`config.mk`:
```
export PLATFORM = sky130hd
export DESIGN_NAME = pvs_step
export DESIGN_NICKNAME = d
export VERILOG_FILES = /design/src/rtl/pvs_pkg.sv /design/src/rtl/pvs_step.sv
export SDC_FILE = /design/constraint.sdc
export NUM_CORES = 2
export LEC_CHECK = 0
export ABC_AREA = 1
export BUFFER_PORTS_ARGS = -buffer_cell sky130_fd_sc_hd__buf_2
export CORE_UTILIZATION = 65
export DETAILED_ROUTE_END_ITERATION = 8
export GPL_ROUTABILITY_DRIVEN = 0
export PLACE_DENSITY = 0.87
export SYNTH_ARGS = -nofsm -noshare
export SYNTH_HDL_FRONTEND = slang
export SYNTH_SLANG_ARGS = --single-unit
export TNS_END_PERCENT = 5
```
`constraint.sdc`:
```
create_clock -name clock -period 14.8 [get_ports clock]
set_input_delay 0.74 -clock clock [delete_from_list [all_inputs] [get_ports clock]]
set_output_delay 0.74 -clock clock [all_outputs]
set_load 0.02 [all_outputs]
```
`src/rtl/pvs_pkg.sv`:
```
// Shared types, widths and helper functions for the polynomial value and slope core.
// Depends on nothing; every other file of the core uses it by scoped names.
`timescale 1ns / 1ps
`default_nettype none

package pvs_pkg;

   localparam int DATA_W    = 32;
   localparam int DEG_W     = 3;
   localparam int NUM_COEFS = 7;
   localparam int PROD_W    = 2 * DATA_W;
   localparam int SUM_W     = PROD_W + 1;
   localparam int TERM_W    = DATA_W + 4;
   localparam int INDEX_W   = 3;

   localparam logic [INDEX_W-1:0] REG_DEGREE    = 3'd0;
   localparam logic [INDEX_W-1:0] REG_COEF_BASE = 3'd1;

   typedef logic [NUM_COEFS-1:0][DATA_W-1:0] coef_array_type;

   typedef struct packed {
      logic signed [DATA_W-1:0] x;
      logic signed [DATA_W-1:0] val;
      logic signed [DATA_W-1:0] slp;
      logic [DEG_W-1:0]         deg;
      logic                     clip;
   } stage_type;

   typedef struct packed {
      logic signed [DATA_W-1:0] val;
      logic                     clip;
   } sat_type;

   function automatic sat_type saturate(input logic signed [SUM_W-1:0] v);
      sat_type r;
      logic [SUM_W-DATA_W:0] top;
      top = v[SUM_W-1:DATA_W-1];
      if ((top == '0) || (top == '1)) begin
         r.val  = v[DATA_W-1:0];
         r.clip = 1'b0;
      end else begin
         r.val  = v[SUM_W-1] ? {1'b1, {(DATA_W-1){1'b0}}} : {1'b0, {(DATA_W-1){1'b1}}};
         r.clip = 1'b1;
      end
      return r;
   endfunction

endpackage

`default_nettype wire

```
`src/rtl/pvs_step.sv`:
```
// One Horner step for value and slope: a multiply stage followed by a
// shift, add and saturate stage. Depends on pvs_pkg.
`timescale 1ns / 1ps
`default_nettype none

module pvs_step #(
   parameter int IDX       = 0,
   parameter int FRAC_BITS = 16
) (
   input  wire                                    clock,
   input  wire                                    reset,
   input  wire                                    in_valid,
   output logic                                   in_ready,
   input  wire pvs_pkg::stage_type                in_stage,
   input  wire logic signed [pvs_pkg::DATA_W-1:0] coef,
   output logic                                   out_valid,
   input  wire                                    out_ready,
   output pvs_pkg::stage_type                     out_stage
);

   localparam logic [pvs_pkg::DEG_W-1:0] IDX_D    = pvs_pkg::DEG_W'(IDX);
   localparam bit                        SLP_STEP = (IDX >= 1);

   logic                               m_valid_ff, m_valid_in;
   pvs_pkg::stage_type                 m_stage_ff, m_stage_in;
   logic signed [pvs_pkg::PROD_W-1:0]  m_vprod_ff, m_vprod_in;
   logic signed [pvs_pkg::PROD_W-1:0]  m_sprod_ff, m_sprod_in;
   logic                               m_ready;

   logic                               a_valid_ff, a_valid_in;
   pvs_pkg::stage_type                 a_stage_ff, a_stage_in;

   logic signed [pvs_pkg::PROD_W-1:0]  v_shift;
   logic signed [pvs_pkg::PROD_W-1:0]  s_shift;
   logic signed [pvs_pkg::TERM_W-1:0]  s_term;
   logic signed [pvs_pkg::SUM_W-1:0]   v_sum;
   logic signed [pvs_pkg::SUM_W-1:0]   s_sum;
   pvs_pkg::sat_type                   v_sat;
   pvs_pkg::sat_type                   s_sat;
   logic                               v_active;
   logic                               s_active;

   assign m_ready  = !a_valid_ff || out_ready;
   assign in_ready = !m_valid_ff || m_ready;

   always_comb begin
      m_valid_in = m_valid_ff;
      m_stage_in = m_stage_ff;
      m_vprod_in = m_vprod_ff;
      m_sprod_in = m_sprod_ff;
      if (in_ready) begin
         m_valid_in = in_valid;
         m_stage_in = in_stage;
         m_vprod_in = pvs_pkg::PROD_W'(in_stage.val) * pvs_pkg::PROD_W'(in_stage.x);
         m_sprod_in = pvs_pkg::PROD_W'(in_stage.slp) * pvs_pkg::PROD_W'(in_stage.x);
      end
   end

   always_comb begin
      v_shift  = m_vprod_ff >>> FRAC_BITS;
      s_shift  = m_sprod_ff >>> FRAC_BITS;
      s_term   = $signed({{(pvs_pkg::TERM_W-pvs_pkg::DATA_W){coef[pvs_pkg::DATA_W-1]}}, coef})
               * $signed({{(pvs_pkg::TERM_W-pvs_pkg::DEG_W){1'b0}}, IDX_D});
      v_sum    = $signed({v_shift[pvs_pkg::PROD_W-1], v_shift})
               + $signed({{(pvs_pkg::SUM_W-pvs_pkg::DATA_W){coef[pvs_pkg::DATA_W-1]}}, coef});
      s_sum    = $signed({s_shift[pvs_pkg::PROD_W-1], s_shift})
               + $signed({{(pvs_pkg::SUM_W-pvs_pkg::TERM_W){s_term[pvs_pkg::TERM_W-1]}}, s_term});
      v_sat    = pvs_pkg::saturate(v_sum);
      s_sat    = pvs_pkg::saturate(s_sum);
      v_active = IDX_D < m_stage_ff.deg;
      s_active = SLP_STEP && v_active;

      a_valid_in = a_valid_ff;
      a_stage_in = a_stage_ff;
      if (m_ready) begin
         a_valid_in = m_valid_ff;
         a_stage_in = m_stage_ff;
         if (v_active) begin
            a_stage_in.val  = v_sat.val;
            a_stage_in.clip = a_stage_in.clip | v_sat.clip;
         end
         if (s_active) begin
            a_stage_in.slp  = s_sat.val;
            a_stage_in.clip = a_stage_in.clip | s_sat.clip;
         end
      end
   end

   always_ff @(posedge clock) begin
      if (reset) begin
         m_valid_ff <= 1'b0;
         a_valid_ff <= 1'b0;
      end else begin
         m_valid_ff <= m_valid_in;
         a_valid_ff <= a_valid_in;
      end
      m_stage_ff <= m_stage_in;
      m_vprod_ff <= m_vprod_in;
      m_sprod_ff <= m_sprod_in;
      a_stage_ff <= a_stage_in;
   end

   assign out_valid = a_valid_ff;
   assign out_stage = a_stage_ff;

   a_clip_sticky: assert property (@(posedge clock) disable iff (reset)
      m_valid_ff && m_ready && m_stage_ff.clip |=> a_stage_ff.clip)
      else $error("Saturation flag was lost in a Horner step.");

   a_idle_passes: assert property (@(posedge clock) disable iff (reset)
      m_valid_ff && m_ready && (m_stage_ff.deg <= IDX_D)
      |=> a_stage_ff.val == $past(m_stage_ff.val) && a_stage_ff.slp == $past(m_stage_ff.slp))
      else $error("An unused Horner step changed the accumulators.");

   a_x_carried: assert property (@(posedge clock) disable iff (reset)
      m_valid_ff && m_ready |=> a_valid_ff && a_stage_ff.x == $past(m_stage_ff.x))
      else $error("Evaluation point was not carried through the step.");

endmodule

`default_nettype wire

```
==> qor.txt <==
Clock Path Buffers -> 3
Max_slew headroom -> 0.1925
Tcrit/Tclk final -> 0.5804
I/O pins -> 238
Initial antenna violation count -> 2
Fin util -> 0.6957
Share of cells above drive strength 1 -> 0.05967
Most frequent cells in the layout -> 1788 x inv_1, 1733 x nand2_1, 1082 x fa_1, 248 x edfxtp_1, 237 x buf_2
Max incr delay on CP -> 0.85 ns
Unrepaired setup endpoints after global routing -> no
Nets -> 7557
Cell family with most CP delay -> adder cells
CTS tree -> yes
Final Skew -> 0.04485 ns
Sequential element share of the synthesized area -> 0.1494
CP bufs+invs -> 9
Fmax -> 0.1164 GHz
Yosys top cell by area -> fa_1
Post-synth top area share -> 0.4323
Flops & latches, synth -> 250
# hold bufs at CTS -> 0
Pin count of the biggest net entering global routing -> 71
Number of global-route vias before repair -> 43.48k
Clock Latency Late Sink -> 0.65 ns
CTS-repair resized insts -> 0
Synth Net Count -> 7466
Synth Instances -> 6020
Final hold violation count -> 0
Status -> finished, final reports clean
Most common library cell in the layout ignoring fill and taps -> inv_1
Drt wl/cell -> 19.37 um
Maximum capacitance violations -> 0
P&R area growth vs syn -> 5.636%
Slew Limit Fails -> 0
Chip Width -> 279.6 um
Via count -> 40.29k
Max FO, Critical Path -> 33
Hpwl dp -> 109400 um
Routed vias/inst -> 5.624
Die Y-Extent -> 279.6 um
Critical path data arrival time -> 9.00 ns
WHS -> 0.2672 ns
Site row count -> 101
Worst Hold Class -> in2reg
Slew @ Worst Pin -> 1.211 ns
CTS Buf Count -> 30
Yosys warning total -> 0
Worst EP required -> 15.21 ns
Placeable Area -> 0.07608 mm2
Setup crit start kind -> input port
Port bufs -> 237
First-pass GRT wire length -> 222700 um
Setup repair bufs after CTS -> 0
Post-synth EDFFs -> 248
Initial DRT Pass Iterations -> 9
Ys flop type -> edfxtp_1
Fin area -> 0.05293 mm2
Placed Area -> 0.05194 mm2
ANT nets after route -> 0
Worst-path clk slew -> 0.07 ns
Starting Density -> 0.6586
Fillcell total -> 5665
WL final -> 138800 um
Period minus WS final -> 8.590 ns
Ys async rst share -> 0
CTS Sinks -> 250
Die ar. -> 0.07820 mm2
Tot GR Track Use -> 0.3700
Syn Std Cell Area -> 0.05010 mm2
Synth area leaders -> fa_1 43%, edfxtp_1 15%, inv_1 13%, nand2_1 13%, ha_1 5.7%
# DRC -> 0
Crit-path slowest cell -> fa_1
H-tree levels -> 1
CP Capture Type -> flip-flop
Final setup fails -> 0
Avg Inst Size Synth -> 8.323 um2
Root buffer cell -> clkbuf_16
Synth cell types -> 48
Gr ovfl total -> 0
Crit path kind -> in2reg
Setup TNS -> 0 ns
Drt first-iter violations -> 4394
-- cell type report --
cell class	instances	area [um2]	area share
inverter	1794	6734	0.1272
antenna	1	2.502	0.00004728
sequential	250	7487	0.1415
clock buffer	40	828.3	0.01565
timing repair buffer	263	1381	0.02610
tap	1030	1289	0.02435
clock inverter	15	152.6	0.002884
multi-input combinational	3772	35050	0.6623
-- through the flow --
| step | cells | setup slack (ns) |
|---|---|---|
| finish | 7165 | 6.210 |
| global route | 7165 | 5.878 |
| CTS | 7164 | 6.346 |
| detailed placement | 7109 | 5.731 |
| global placement | 7109 | 6.079 |
| floorplan | 6020 | 7.078 |
-- worst register-to-register path: stages (launching register included) --
cell and delay [ns]:
edfxtp_1 0.34, ha_1 0.27, inv_1 0.09, fa_1 0.40, inv_1 0.13, nand3_1 0.10, nand2_2 0.14, nand2_1 0.10
nand2_4 0.11, nand2_2 0.07, nand2_4 0.10, nand2_4 0.06, nand2_2 0.08, nand2_2 0.05, nand2_2 0.07, xor2_2 0.37
and2_1 0.21, nand3_2 0.11, nand3_2 0.48, nand2_1 0.15, nand2_1 0.12, nand2_1 0.07
-- cell usage after synthesis (all sizes together) (3+ instances only) --
| cell | number |
|---|---|
| nor4 | 7 |
| or2 | 5 |
| nand3 | 78 |
| xor2 | 61 |
| inv | 1793 |
| nor3 | 27 |
| a21o | 4 |
| nor2 | 228 |
| nand4 | 36 |
| buf | 8 |
| a31oi | 23 |
| o21bai | 7 |
| o211ai | 3 |
| xnor2 | 24 |
| fa | 1082 |
| ha | 228 |
| clkbuf | 195 |
| o21a | 6 |
| a21oi | 139 |
| a221oi | 4 |
| edfxtp | 248 |
| o21ai | 45 |
| nand2 | 1754 |
-- registers in the layout (all words and copies together) (netlist names) --
| name | count |
|---|---|
| m_stage_ff | 100 |
| out_valid | 1 |
| m_vprod_ff | 48 |
| m_valid_ff | 1 |
| out_stage | 100 |
-- kinds of logic (layout without fill, tap and decap cells) --
logic type      Yosys count  in the layout  share of synthesized area
other cells               0              1                          0
buf+inv                1998           2112                     0.1515
fa+ha+maj              1310           1310                     0.4892
simple gates           2139           2139                     0.1687
compound gates          238            238                    0.02617
flops                   250            250                     0.1494
xor+xnor                 85             85                    0.01501
-- path summary, 6_finish.rpt --
check	start	to	slack [ns]	cells after the start
setup reg to reg	m_vprod_ff[16]	out_stage[63]	10.91	21
hold reg to reg	m_stage_ff[20]	out_stage[20]	0.42	0
setup / recovery	in_stage[73]	m_vprod_ff[59]	6.21	28
hold / removal	in_stage[3]	m_stage_ff[3]	0.27	1
-- routing by layer --
layer  routed length (um)  global-route usage  vias up
li1                     -                   -    17286
met1                46450              0.4443    19527
met2                65890              0.6044     2700
met3                16410             0.08657      777
met4                10040              0.2334        4
met5                   23                   0        -
Power is not shown: default switching activity piles up to over one toggle a cycle in this logic, so the estimate is an artifact.
