`src/rtl/pvs_pkg.sv`:
```
// Shared types, widths and helper functions for the polynomial value and slope core.
// Depends on nothing; every other file of the core uses it by scoped names.
`timescale 1ns / 1ps
`default_nettype none

package pvs_pkg;

   localparam int DATA_W    = 32;
   localparam int DEG_W     = 3;
   localparam int NUM_COEFS = 7;
   localparam int PROD_W    = 2 * DATA_W;
   localparam int SUM_W     = PROD_W + 1;
   localparam int TERM_W    = DATA_W + 4;
   localparam int INDEX_W   = 3;

   localparam logic [INDEX_W-1:0] REG_DEGREE    = 3'd0;
   localparam logic [INDEX_W-1:0] REG_COEF_BASE = 3'd1;

   typedef logic [NUM_COEFS-1:0][DATA_W-1:0] coef_array_type;

   typedef struct packed {
      logic signed [DATA_W-1:0] x;
      logic signed [DATA_W-1:0] val;
      logic signed [DATA_W-1:0] slp;
      logic [DEG_W-1:0]         deg;
      logic                     clip;
   } stage_type;

   typedef struct packed {
      logic signed [DATA_W-1:0] val;
      logic                     clip;
   } sat_type;

   function automatic sat_type saturate(input logic signed [SUM_W-1:0] v);
      sat_type r;
      logic [SUM_W-DATA_W:0] top;
      top = v[SUM_W-1:DATA_W-1];
      if ((top == '0) || (top == '1)) begin
         r.val  = v[DATA_W-1:0];
         r.clip = 1'b0;
      end else begin
         r.val  = v[SUM_W-1] ? {1'b1, {(DATA_W-1){1'b0}}} : {1'b0, {(DATA_W-1){1'b1}}};
         r.clip = 1'b1;
      end
      return r;
   endfunction

endpackage

`default_nettype wire

```
`src/rtl/pvs_load.sv`:
```
// First pipeline stage: clamps the degree and loads the leading Horner terms.
// Depends on pvs_pkg.
`timescale 1ns / 1ps
`default_nettype none

module pvs_load #(
   parameter int MAX_DEGREE = 6
) (
   input  wire                                    clock,
   input  wire                                    reset,
   input  wire                                    in_valid,
   output logic                                   in_ready,
   input  wire logic signed [pvs_pkg::DATA_W-1:0] in_point,
   input  wire logic [pvs_pkg::DEG_W-1:0]         degree,
   input  wire pvs_pkg::coef_array_type           coefs,
   output logic                                   out_valid,
   input  wire                                    out_ready,
   output pvs_pkg::stage_type                     out_stage
);

   localparam logic [pvs_pkg::DEG_W-1:0] MAX_D = pvs_pkg::DEG_W'(MAX_DEGREE);

   logic                                   valid_ff, valid_in;
   pvs_pkg::stage_type                     stage_ff, stage_in;
   logic [pvs_pkg::DEG_W-1:0]              deg_use;
   logic signed [pvs_pkg::DATA_W-1:0]      lead;
   logic signed [pvs_pkg::TERM_W-1:0]      lead_term;
   logic signed [pvs_pkg::SUM_W-1:0]       lead_ext;
   pvs_pkg::sat_type                       lead_sat;

   assign in_ready = !valid_ff || out_ready;

   always_comb begin
      deg_use   = (degree > MAX_D) ? MAX_D : degree;
      lead      = $signed(coefs[deg_use]);
      lead_term = $signed({{(pvs_pkg::TERM_W-pvs_pkg::DATA_W){lead[pvs_pkg::DATA_W-1]}}, lead})
                * $signed({{(pvs_pkg::TERM_W-pvs_pkg::DEG_W){1'b0}}, deg_use});
      lead_ext  = {{(pvs_pkg::SUM_W-pvs_pkg::TERM_W){lead_term[pvs_pkg::TERM_W-1]}}, lead_term};
      lead_sat  = pvs_pkg::saturate(lead_ext);

      valid_in = valid_ff;
      stage_in = stage_ff;
      if (in_ready) begin
         valid_in       = in_valid;
         stage_in.x     = in_point;
         stage_in.val   = lead;
         stage_in.slp   = lead_sat.val;
         stage_in.deg   = deg_use;
         stage_in.clip  = lead_sat.clip;
      end
   end

   always_ff @(posedge clock) begin
      if (reset) begin
         valid_ff <= 1'b0;
      end else begin
         valid_ff <= valid_in;
      end
      stage_ff <= stage_in;
   end

   assign out_valid = valid_ff;
   assign out_stage = stage_ff;

endmodule

`default_nettype wire

```
`config.mk`:
```
export PLATFORM = sky130hd
export DESIGN_NAME = pvs_load
export DESIGN_NICKNAME = d
export VERILOG_FILES = /design/src/rtl/pvs_pkg.sv /design/src/rtl/pvs_load.sv
export SDC_FILE = /design/constraint.sdc
export NUM_CORES = 1
export LEC_CHECK = 0
export ABC_AREA = 1
export BUFFER_PORTS_ARGS = -buffer_cell sky130_fd_sc_hd__buf_2
export CAP_MARGIN = 15
export CORE_MARGIN = 2
export CORE_UTILIZATION = 35
export CTS_CLUSTER_SIZE = 28
export DETAILED_ROUTE_END_ITERATION = 7
export PLACE_DENSITY_LB_ADDON = 0.25
export SLEW_MARGIN = 20
export SYNTH_ARGS = -nofsm -noshare
export SYNTH_HDL_FRONTEND = slang
export SYNTH_SLANG_ARGS = --single-unit
```
`constraint.sdc`:
```
create_clock -name clock -period 6.46 [get_ports clock]
set_clock_uncertainty 0.15 [all_clocks]
set_input_delay 0.646 -clock clock [delete_from_list [all_inputs] [get_ports clock]]
set_output_delay 0.646 -clock clock [all_outputs]
set_load 0.03 [all_outputs]
```
==> metrics.md, run 1 <==
| Metric | Value |
|---|---|
| Avg Vias per Cell | 4.82 |
| Final Routed Wirelength | 33.4 mm |
| Row count | 60 |
| CP Max Fanout | 48 |
| Worst EP required | 6510 ps |
| GR Util All Layers | 0.235 |
| Post-CTS sizing | 0 |
| DIE WIDTH | 169 um |
| RSZ-0062 raised after global routing | false |
| Final instance area | 0.0120 mm^2 |
| Period utilization | 0.843 |
| DRC viols | 0 |
| Vias in the first global route | 9800 |
| Clock share of power | 0.177 |
| Via Count | 9819 |
| Syn Area/Cell | 7.02 um^2 |
| Clk_lat worst skew | 360 ps |
| Util after Layout | 0.445 |
| H-tree depth | 3 |
| Yosys cell types | 37 |
| Cell count after placement | 2021 |
| Final Critical Period | 5450 ps |
| Gate power share | 0.525 |
| Net switching power | 1.50 mW |
| Power density over cell area | 270 mW/mm^2 |
| Final Total Pwr | 3.23 mW |
| Startpoint types | input port |
| Status | finished, final reports clean |
| Worst setup EP type | flip-flop |
| I/O Pins | 365 |
| DP HPWL | 26.9 mm |
| Total gr overflow | 0 |
| Overall die height | 169 um |
| Final nets | 2055 |
| Clock sink count | 101 |
| Min-delay worst type | input port to flip-flop |
| DP Worst Slack | 660 ps |
| Final setup vio count | 0 |
| Total CTS buffers | 9 |
| Final-report max-slew violation count | 0 |
| Initial antenna violation count | 2 |
| Initial DRC count | 611 |
| Initial Utilization | 0.355 |
| Worst setup path class | input port to flip-flop |
| Dominant cells by area after synthesis | edfxtp_1 32%, nand2_1 19%, inv_1 10%, ha_1 9.1%, fa_1 6.7% |
| Setup TNS Final | 0 ps |
| Endpoints failing hold | 0 |
| Pleak | 6.66 nW |
| Synth top area share | 0.315 |
| Seq/Total Area, Yosys | 0.317 |
| Hold-fix buffers, CTS | 0 |
| Die ar. | 0.0286 mm^2 |
| Setup Buffers After CTS | 0 |
| # fillers | 2862 |
| Setup ws final | 1010 ps |
| Port bufs | 364 |
| Seq pwr share | 0.297 |
| First-pass GRT wire length | 52.4 mm |
| Worst-Margin Slew | 774 ps |
| Fmax | 0.184 GHz |
| Post-DRT Antenna Nets | 0 |
| Largest net degree at the start of global routing | 93 |
| CTS tree | yes |
| Final hold slack | 285 ps |
| Worst-path clk slew | 80 ps |
| Gpl congestion | 0.926 |
| Post-DP Area | 0.0116 mm^2 |
| Drt wl/cell | 16.4 um |
| Post-synthesis cell area | 0.00953 mm^2 |
| Switching share of total power | 0.464 |
| Yosys Warn Count | 0 |
| Internal power | 1.73 mW |
| Drt first pass iters | 5 |
| CP arrival | 5500 ps |
| Layout cells sized above 1 | 0.246 |
| Fin cells | 2039 |
| CTS max path bufs | 2 |
| Max transition margin | 0.484 |
| Post-synth top area cell | edfxtp_1 |
| Reg2Reg Setup Slack | 4330 ps |
| Core area | 0.0269 mm^2 |
| Max-cap viol count | 0 |
| FF+latch count, synth | 101 |
| Root buffer cell | clkbuf_16 |
| Syn-to-layout area delta | 25.4% |
| Syn Inst Count | 1358 |
| Post-Syn Nets | 1722 |
| Worst vdd ir | 0.000125 V |
[power by group through the flow]
stage / registers [mW] / clock network (mW) / logic [mW]
floorplan: 1.27 / 0 / 0.923
global placement: 0.979 / 0 / 1.71
detailed placement: 0.977 / 0 / 1.71
CTS: 0.966 / 0.598 / 1.72
global route: 0.978 / 0.617 / 1.91
finish: 0.961 / 0.573 / 1.70
[synthesized netlist by cell type]
cell type  count
o21ai_1       15
dfxtp_1        1
xor2_1        19
buf_6          3
o211ai_1       6
inv_2          2
a31o_2         2
nor2_4         1
xnor2_1        6
nor3_1         6
o21bai_1       1
nand2_2        8
nor2_2         4
and2_1         2
o21ai_2        1
a31oi_1       23
nor3_2         1
buf_2         13
inv_1        262
edfxtp_1     100
nand3_2        1
buf_1          8
a21oi_1       79
nand2_4        1
clkbuf_1      22
fa_1          32
or2_2          2
o21ai_0       13
buf_4          8
a32o_1        12
nand2_1      489
nand3_1       54
ha_1          69
nor2_1        85
nand4_1        4
nand3b_1       2
clkinv_1       1
[critical path, cell delays in order]
cell	delay (ps)
buf_2	100
buf_4	490
clkinv_1	200
nor2_2	130
buf_4	270
a31oi_1	200
o21ai_1	150
inv_1	80
nand2_1	60
inv_1	50
ha_1	270
inv_1	50
fa_1	470
inv_1	40
ha_1	350
a21oi_1	290
inv_1	90
nor2_1	170
nand2_1	100
a21oi_1	170
nand2_1	70
nand2_1	50
nand2_1	100
nand4_1	130
nand3_2	500
nand2_1	230
[flip-flops by register name (all words and copies together) (netlist names)]
signal     count
out_valid      1
out_stage    100
[layout by cell type (no fill, tap or decap), types with 19 or more instances in the layout]
| cell | n |
|---|---|
| nand3_1 | 54 |
| ha_1 | 69 |
| nand2_1 | 487 |
| a31oi_1 | 23 |
| xor2_1 | 19 |
| nor2_1 | 84 |
| inv_1 | 262 |
| buf_2 | 364 |
| fa_1 | 32 |
| a21oi_1 | 79 |
| edfxtp_1 | 100 |
[layout make-up]
class	instances	area, um^2	share of cell area
antenna	2	5.00	0.000419
clock buffer	9	225	0.0188
clock inverter	7	88.8	0.00743
inverter	265	995	0.0832
multi-input combinational	938	5250	0.439
sequential	101	3020	0.253
tap	341	427	0.0357
timing repair buffer	376	1940	0.162
[path summary, 6_finish.rpt]
check,from,to,cells past startpoint
worst max register to register,out_valid,out_stage[50],2
worst min register to register,out_valid,out_stage[16],1
worst max-delay path,degree[2],out_stage[9],26
worst min-delay path,reset,out_valid,2
[logic make-up after synthesis]
logic type,Yosys count,synth area share
simple gates,660,0.277
compound gates,152,0.0922
fa+ha+maj,101,0.158
buf+inv,319,0.133
flops,101,0.317
xor+xnor,25,0.0230
[layer usage]
layer,routed length (um),part of all wire,vias up,global-route usage
met1,14100,0.42,4531,0.292
met3,2130,0.064,55,0.0407
met2,16300,0.49,332,0.419
li1,-,-,4901,-
met5,0,0,-,0
met4,801,0.024,0,0.0669
Power figures use the tool's default switching activity.
==> run 2, diff against run 1 <==
==> constraint.sdc (replaced) <==
create_clock -name clock -period 5 [get_ports clock]
set_clock_uncertainty 0.15 [all_clocks]
set_input_delay 0.5 -clock clock [delete_from_list [all_inputs] [get_ports clock]]
set_output_delay 0.5 -clock clock [all_outputs]
set_load 0.03 [all_outputs]
==> run 2 against run 1 <==
Compared with the run above:
- power grew 42%
- critical endpoint is now out_stage[26]
- non-clock buffer count is 170 higher
- final area is 12% higher
- combinational power increased by 54%
- clock power is 30% higher
- die area did not move
- routed wire length increased by 1.8%
- setup slack got worse by 650 ps
- clock-buffer cell count did not move
- sequential power increased by 28%
==> metrics.md, run 2 (same netlist as run 1, synthesis figures left out) <==
| Metric | Value |
|---|---|
| Status | finished, final reports clean |
| I/O Pins | 365 (unchanged) |
| DRC viols | 0 (unchanged) |
| Initial DRC count | 685 (+12%) |
| Setup ws final | 364 ps (-649 ps) |
| Layout cells sized above 1 | 0.319 (+0.0722) |
| H-tree depth | 3 (unchanged) |
| Max transition margin | 0.473 (-0.0114) |
| Setup TNS Final | 0 ps (unchanged) |
| Total gr overflow | 0 (unchanged) |
| Initial antenna violation count | 3 (+1) |
| Most Used Layer, Global Route | met2 |
| CTS max path bufs | 2 (unchanged) |
| DIE WIDTH | 169 um (unchanged) |
| Gpl congestion | 0.953 (+2.9%) |
| Pleak | 7.52 nW (+13%) |
| Most common cell after layout, fill and taps aside | nand2_1 |
| Final instance area | 0.0133 mm^2 (+12%) |
| Row count | 60 (unchanged) |
| M3 GR Usage | 0.0372 (-0.00351) |
| Fmax | 0.216 GHz |
| Worst EP required | 4960 ps (-1550 ps) |
| Worst-Margin Slew | 791 ps (+17.0 ps) |
| CP Max Fanout | 28 (-42%) |
| Final setup vio count | 0 (unchanged) |
| Clock sink count | 101 (unchanged) |
| Max-cap viol count | 0 (unchanged) |
| Post-CTS sizing | 0 (unchanged) |
| Min-delay worst type | input port to flip-flop |
| Post-DRT Antenna Nets | 0 (unchanged) |
| Met1 Use GR | 0.290 (-0.00288) |
| CP arrival | 4600 ps (-900 ps) |
| Worst vdd ir | 0.000172 V (+37%) |
| Gate power share | 0.571 (+0.046) |
| Cell count after placement | 2191 (+8.4%) |
| DP HPWL | 27.9 mm (+3.6%) |
| Via Count | 10300 (+5.1%) |
| Core area | 0.0269 mm^2 (unchanged) |
| Vias in the first global route | 10200 (+4.3%) |
| Die ar. | 0.0286 mm^2 (unchanged) |
| Initial Utilization | 0.355 (unchanged) |
| Worst setup EP type | flip-flop |
| Period utilization | 0.927 |
| Endpoints failing hold | 0 (unchanged) |
| Drt first pass iters | 5 (unchanged) |
| Net switching power | 2.03 mW (+36%) |
| Internal power | 2.56 mW (+48%) |
| Drt wl/cell | 15.4 um (-6.2%) |
| Total CTS buffers | 9 (unchanged) |
| Seq pwr share | 0.267 (-0.030) |
| Clock share of power | 0.162 (-0.015) |
| Largest net degree at the start of global routing | 59 (-37%) |
| # fillers | 2789 (-2.6%) |
| Switching share of total power | 0.443 (-0.0214) |
| DP Worst Slack | -16.0 ps (-676 ps) |
| Final-report max-slew violation count | 0 (unchanged) |
| Port bufs | 364 (unchanged) |
| Syn-to-layout area delta | 40.1% |
| Final nets | 2226 (+8.3%) |
| Setup Buffers After CTS | 0 (unchanged) |
| Post-DP Area | 0.0130 mm^2 (+11%) |
| Number of flip-flops in the largest register | 100 (unchanged) |
| GR Util All Layers | 0.235 (about the same) |
| Startpoint types | input port |
| Power density over cell area | 344 mW/mm^2 (+27%) |
| Final Routed Wirelength | 34.0 mm (+1.8%) |
| Worst setup path class | input port to flip-flop |
| Root buffer cell | clkbuf_16 |
| Commonest non-fill, non-tap cells in the layout | 486 x nand2_1, 364 x buf_2, 262 x inv_1 |
| Final hold slack | 132 ps (-153 ps) |
| Clk_lat worst skew | 360 ps (about the same) |
| Met2 GRT Util | 0.425 (+0.00588) |
| First-pass GRT wire length | 52.8 mm (+0.67%) |
| Avg Vias per Cell | 4.67 (-3.1%) |
| Fin cells | 2211 (+8.4%) |
| Overall die height | 169 um (unchanged) |
| Final Critical Period | 4640 ps |
| Hold-fix buffers, CTS | 0 (unchanged) |
| Worst-path clk slew | 80 ps (about the same) |
| CTS tree | yes |
==> run 2: changes by cell type in the layout (fill, tap and decap cells not counted), sizes merged <==
| cell | delta |
|---|---|
| buf | +170 |
| clkinv | +1 |
| diode | +1 |
| inv | -1 |
| nand2 | +1 |
==> run 2: final timing paths <==
check,slack [ps],to,cells past startpoint,start
worst max-delay path,360,out_stage[26],26,degree[2]
worst min-delay path,130,out_valid,2,reset
worst max register to register,2870,out_stage[65],2,out_valid
worst min register to register,990,out_stage[76],1,out_valid
==> run 2: routing by layer <==
metal  vias up  part of all wire  wire, um
li1       5237                 -         -
met1      4755              0.44     15000
met2       274              0.49     16800
met3        52             0.045      1530
met4         0             0.022       745
met5         -                 0         0
==> run 2: layout make-up <==
cell class / count / area (um^2) / area share
Antenna cell: 3 / 7.51 / 0.000563
Inverter: 265 / 995 / 0.0745
Tap cell: 341 / 427 / 0.0320
Clock inverter: 7 / 88.8 / 0.00666
Multi-Input combinational cell: 939 / 5310 / 0.398
Timing Repair Buffer: 546 / 3270 / 0.245
Sequential cell: 101 / 3020 / 0.227
Clock buffer: 9 / 225 / 0.0169
==> run 2: worst max-delay path: stages <==
cell	delay [ps]
buf_2	90
buf_4	110
buf_4	340
buf_4	350
a21oi_1	70
a31oi_1	220
o21ai_0	170
inv_1	100
nand2_1	50
inv_1	60
ha_1	130
inv_1	50
fa_1	520
inv_1	50
ha_1	340
nand2_1	140
nor2_2	220
nand2_1	90
o21ai_2	210
nand2_1	100
nand2_1	70
nand2_1	90
buf_4	160
nand3_2	120
buf_12	170
nand2_1	70
==> run 2: per-stage QoR <==
stage | total power, mW | util
after floorplan | 2.84 | -
after global placement | 3.85 | 0.482
after detailed placement | 3.85 | 0.482
after CTS | 4.64 | 0.494
after global routing | 4.97 | 0.497
final | 4.60 | 0.497
==> run 2: power groups by stage <==
stage | clock [mW] | sequential (mW) | combinational, mW
global placement | 0 | 1.25 | 2.59
floorplan | 0 | 1.65 | 1.19
finish | 0.745 | 1.23 | 2.62
global route | 0.800 | 1.25 | 2.92
detailed placement | 0 | 1.25 | 2.61
CTS | 0.779 | 1.23 | 2.62
==> run 3, diff against run 2 <==
--- a/config.mk
+++ b/config.mk
@@ -5,7 +5,6 @@
 export SDC_FILE = /design/constraint.sdc
 export NUM_CORES = 1
 export LEC_CHECK = 0
-export ABC_AREA = 1
 export BUFFER_PORTS_ARGS = -buffer_cell sky130_fd_sc_hd__buf_2
 export CAP_MARGIN = 15
 export CORE_MARGIN = 2
==> run 3 against run 2 <==
Compared with the run above:
- synthesized cell count shrank 25%
- register-to-register slack better by 360 ps
- synthesized area shrank 3.0%
- power up 10%
- setup slack got worse by 340 ps
- via count down 11%
- routed wire length down 4.5%
- cell count decreased by 13%
- flip-flop and latch count unchanged
==> metrics.md, run 3 <==
| Metric | Value |
|---|---|
| Final nets | 1952 (-12%) |
| Most used DFF post-synth | edfxtp_1 |
| Fmax | 0.201 GHz (-6.8%) |
| Post-synth top area cell | edfxtp_1 |
| Die ar. | 0.0277 mm^2 (-2.9%) |
| Worst-Margin Slew | 725 ps (-65.1 ps) |
| Drt first pass iters | 5 (unchanged) |
| Top cells by count, synth | 131 x inv_1, 119 x nand2_1, 100 x edfxtp_1 |
| Post-synthesis cell area | 0.00924 mm^2 (-3.0%) |
| DP HPWL | 25.8 mm (-7.2%) |
| Final setup vio count | 0 (unchanged) |
| Pleak | 7.04 nW (-6.3%) |
| Initial antenna violation count | 5 (+2) |
| Seq/Total Area, Yosys | 0.327 (+0.00988) |
| CTS max path bufs | 2 (unchanged) |
| Syn Inst Count | 1014 (-25%) |
| RR Startpoint | out_valid |
| Port bufs | 364 (unchanged) |
| H-tree depth | 3 (unchanged) |
| Final Critical Period | 4970 ps (+338 ps) |
| Met1 Use GR | 0.290 (+0.000885) |
| Post-DP Area | 0.0130 mm^2 (+0.12%) |
| Initial DRC count | 397 (-42%) |
| First-pass GRT wire length | 48.4 mm (-8.3%) |
| Worst EP required | 5030 ps (+70 ps) |
| I/O Pins | 365 (unchanged) |
| Layout cells sized above 1 | 0.495 (+0.177) |
| DIE WIDTH | 166 um (-1.5%) |
| Syn-to-layout area delta | 56.1% |
| Final-report max-slew violation count | 0 (unchanged) |
| Most instantiated library cell after synthesis | inv_1 |
| Avg Vias per Cell | 4.78 (+2.4%) |
| Status | finished, final reports clean |
| Worst-path clk slew | 70 ps (about the same) |
| Reg2Reg Setup Slack | 3230 ps (+360 ps) |
| FF-to-FF path depth | 2 (unchanged) |
| Vias in the first global route | 9114 (-11%) |
| Dominant cells by area after synthesis | edfxtp_1 32%, ha_1 9.3%, fa_1 6.9%, inv_1 5.3%, nand2_1 4.8% |
| Root buffer cell | clkbuf_16 |
| CTS tree | yes |
| Startpoint types | input port |
| Endpoints failing hold | 0 (unchanged) |
| Most common cell after layout, fill and taps aside | buf_2 |
| Met2 GRT Util | 0.372 (-0.0531) |
| Initial Utilization | 0.356 (+0.00108) |
| Commonest non-fill, non-tap cells in the layout | 363 x buf_2, 224 x buf_4, 125 x inv_1 |
| Final Routed Wirelength | 32.5 mm (-4.5%) |
| DRC viols | 0 (unchanged) |
| Final instance area | 0.0144 mm^2 (+8.1%) |
| Worst setup path class | input port to flip-flop |
| Hold path depth | 2 (unchanged) |
| R2r endpoint | out_stage[48] |
| M3 GR Usage | 0.0304 (-0.00676) |
| RSZ-0062 raised after global routing | true |
| Power density over cell area | 351 mW/mm^2 (+1.9%) |
| GR Util All Layers | 0.218 (-0.0165) |
| CP arrival | 5000 ps (+400 ps) |
| Row count | 59 (-1.7%) |
| Core area | 0.0260 mm^2 (-3.3%) |
| FF+latch count, synth | 101 (unchanged) |
| DP Worst Slack | -487 ps (-471 ps) |
| Setup ws final | 26.5 ps (-338 ps) |
| Max-cap viol count | 0 (unchanged) |
| Min-delay worst type | input port to flip-flop |
| Overall die height | 166 um (-1.5%) |
| Async set-reset flop share out of synthesis | 0 (unchanged) |
| Most Used Layer, Global Route | met2 |
| Period utilization | 0.995 (+0.0676) |
| Clock sink count | 101 (unchanged) |
| Largest net degree at the start of global routing | 57 (-3.4%) |
| Via Count | 9232 (-11%) |
| Max transition margin | 0.516 (+0.0434) |
| Gpl congestion | 0.922 (-3.2%) |
| EDFF count, synth | 100 (unchanged) |
| Clk_lat worst skew | 350 ps (about the same) |
| Yosys cell types | 69 (+86%) |
| Syn Area/Cell | 9.11 um^2 (+30%) |
| Total CTS buffers | 9 (unchanged) |
| Synth top area share | 0.325 (+0.00982) |
| Crit path capture | out_stage[13] |
| Total gr overflow | 0 (unchanged) |
| CP Max Fanout | 11 (-61%) |
| Yosys Warn Count | 0 (unchanged) |
| Critical path startpoint | degree[2] |
| Post-Syn Nets | 1378 (-20%) |
| Worst setup EP type | flip-flop |
| Worst vdd ir | 0.000196 V (+14%) |
| Drt wl/cell | 16.8 um (+9.3%) |
| Number of flip-flops in the largest register | 100 (unchanged) |
| Post-DRT Antenna Nets | 0 (unchanged) |
run 3: cell types whose count changed after synthesis, moves of 32 or more:
cell     change
nand2_1    -370
inv_1      -131
and2_1      +57
nand3_1     -48
nor2_1      -38
nor2b_1     +32
run 3: cell families after synthesis:
logic type / Yosys count / share of synthesized area
AND/OR/NAND/NOR: 296 / 0.156
AO/OA/AOI/OAI: 259 / 0.193
buffers and inverters: 188 / 0.0834
adder cells (fa/ha/maj): 101 / 0.163
flip-flops: 101 / 0.327
multiplexers: 39 / 0.0485
XOR/XNOR: 30 / 0.0292
run 3: worst min-delay path by stage:
stage | from | endpoint | slack, ps
6_report | reset | out_valid | 150
5_1_grt | reset | out_valid | 150
4_1_cts | reset | out_valid | 130
3_5_place_dp | reset | out_valid | 510
3_3_place_gp | reset | out_valid | 510
2_1_floorplan | reset | out_valid | 420
run 3: area by class of cell:
cell class	count	area [um^2]
Antenna cell	4	10.0
Clock buffer	12	246
Clock inverter	4	77.6
Fill cell	2425	11600
Inverter	132	500
Multi-Input combinational cell	725	6030
Sequential cell	101	3020
Tap cell	335	419
Timing Repair Buffer	619	4110
run 3: power breakdown:
part / total [mW] / switching (mW) / internal, mW
registers: 1.26 / 0.0575 / 1.20
logic: 3.02 / 1.66 / 1.36
clock network: 0.787 / 0.329 / 0.457
run 3: routing by layer:
metal | routed length, um | share of wire
met1 | 14100 | 0.43
met2 | 15700 | 0.48
met3 | 1720 | 0.053
met4 | 895 | 0.028
met5 | 0 | 0
run 3: repair_timing:
item                                    4_1_cts  5_1_grt
hold buffers                                  0        0
resized for setup                            29      105
cloned                                        3        7
pin swaps                                     7       40
endpoints found under the setup margin       31       32
buffers inserted                              7       29
run 3: stage by stage:
| stage | TNS [ps] | utilization | hold WS (ps) | instances | total power [mW] |
|---|---|---|---|---|---|
| after floorplan | -28.6 | - | 419 | 1014 | 2.95 |
| after global placement | -13170 | 0.499 | 509 | 1866 | 3.92 |
| after detailed placement | -14680 | 0.499 | 514 | 1866 | 3.95 |
| after CTS | 0 | 0.522 | 131 | 1892 | 4.81 |
| after global routing | -3390 | 0.555 | 149 | 1932 | 5.39 |
| final | 0 | 0.555 | 152 | 1932 | 5.06 |
run 3: worst max-delay path, cell delays in order:
cell	delay [ps]
buf_2	120
nand2_2	80
nand2_4	110
inv_6	50
buf_12	140
nand2_1	130
a31oi_1	100
nor2_1	200
a21oi_2	70
o21a_1	150
and2_1	170
ha_1	270
inv_1	50
fa_1	520
inv_2	50
ha_4	260
nand4_1	170
nor3_4	300
o211ai_1	200
nand3_4	160
a41oi_2	140
xor2_2	180
o41a_4	530
o41ai_2	330
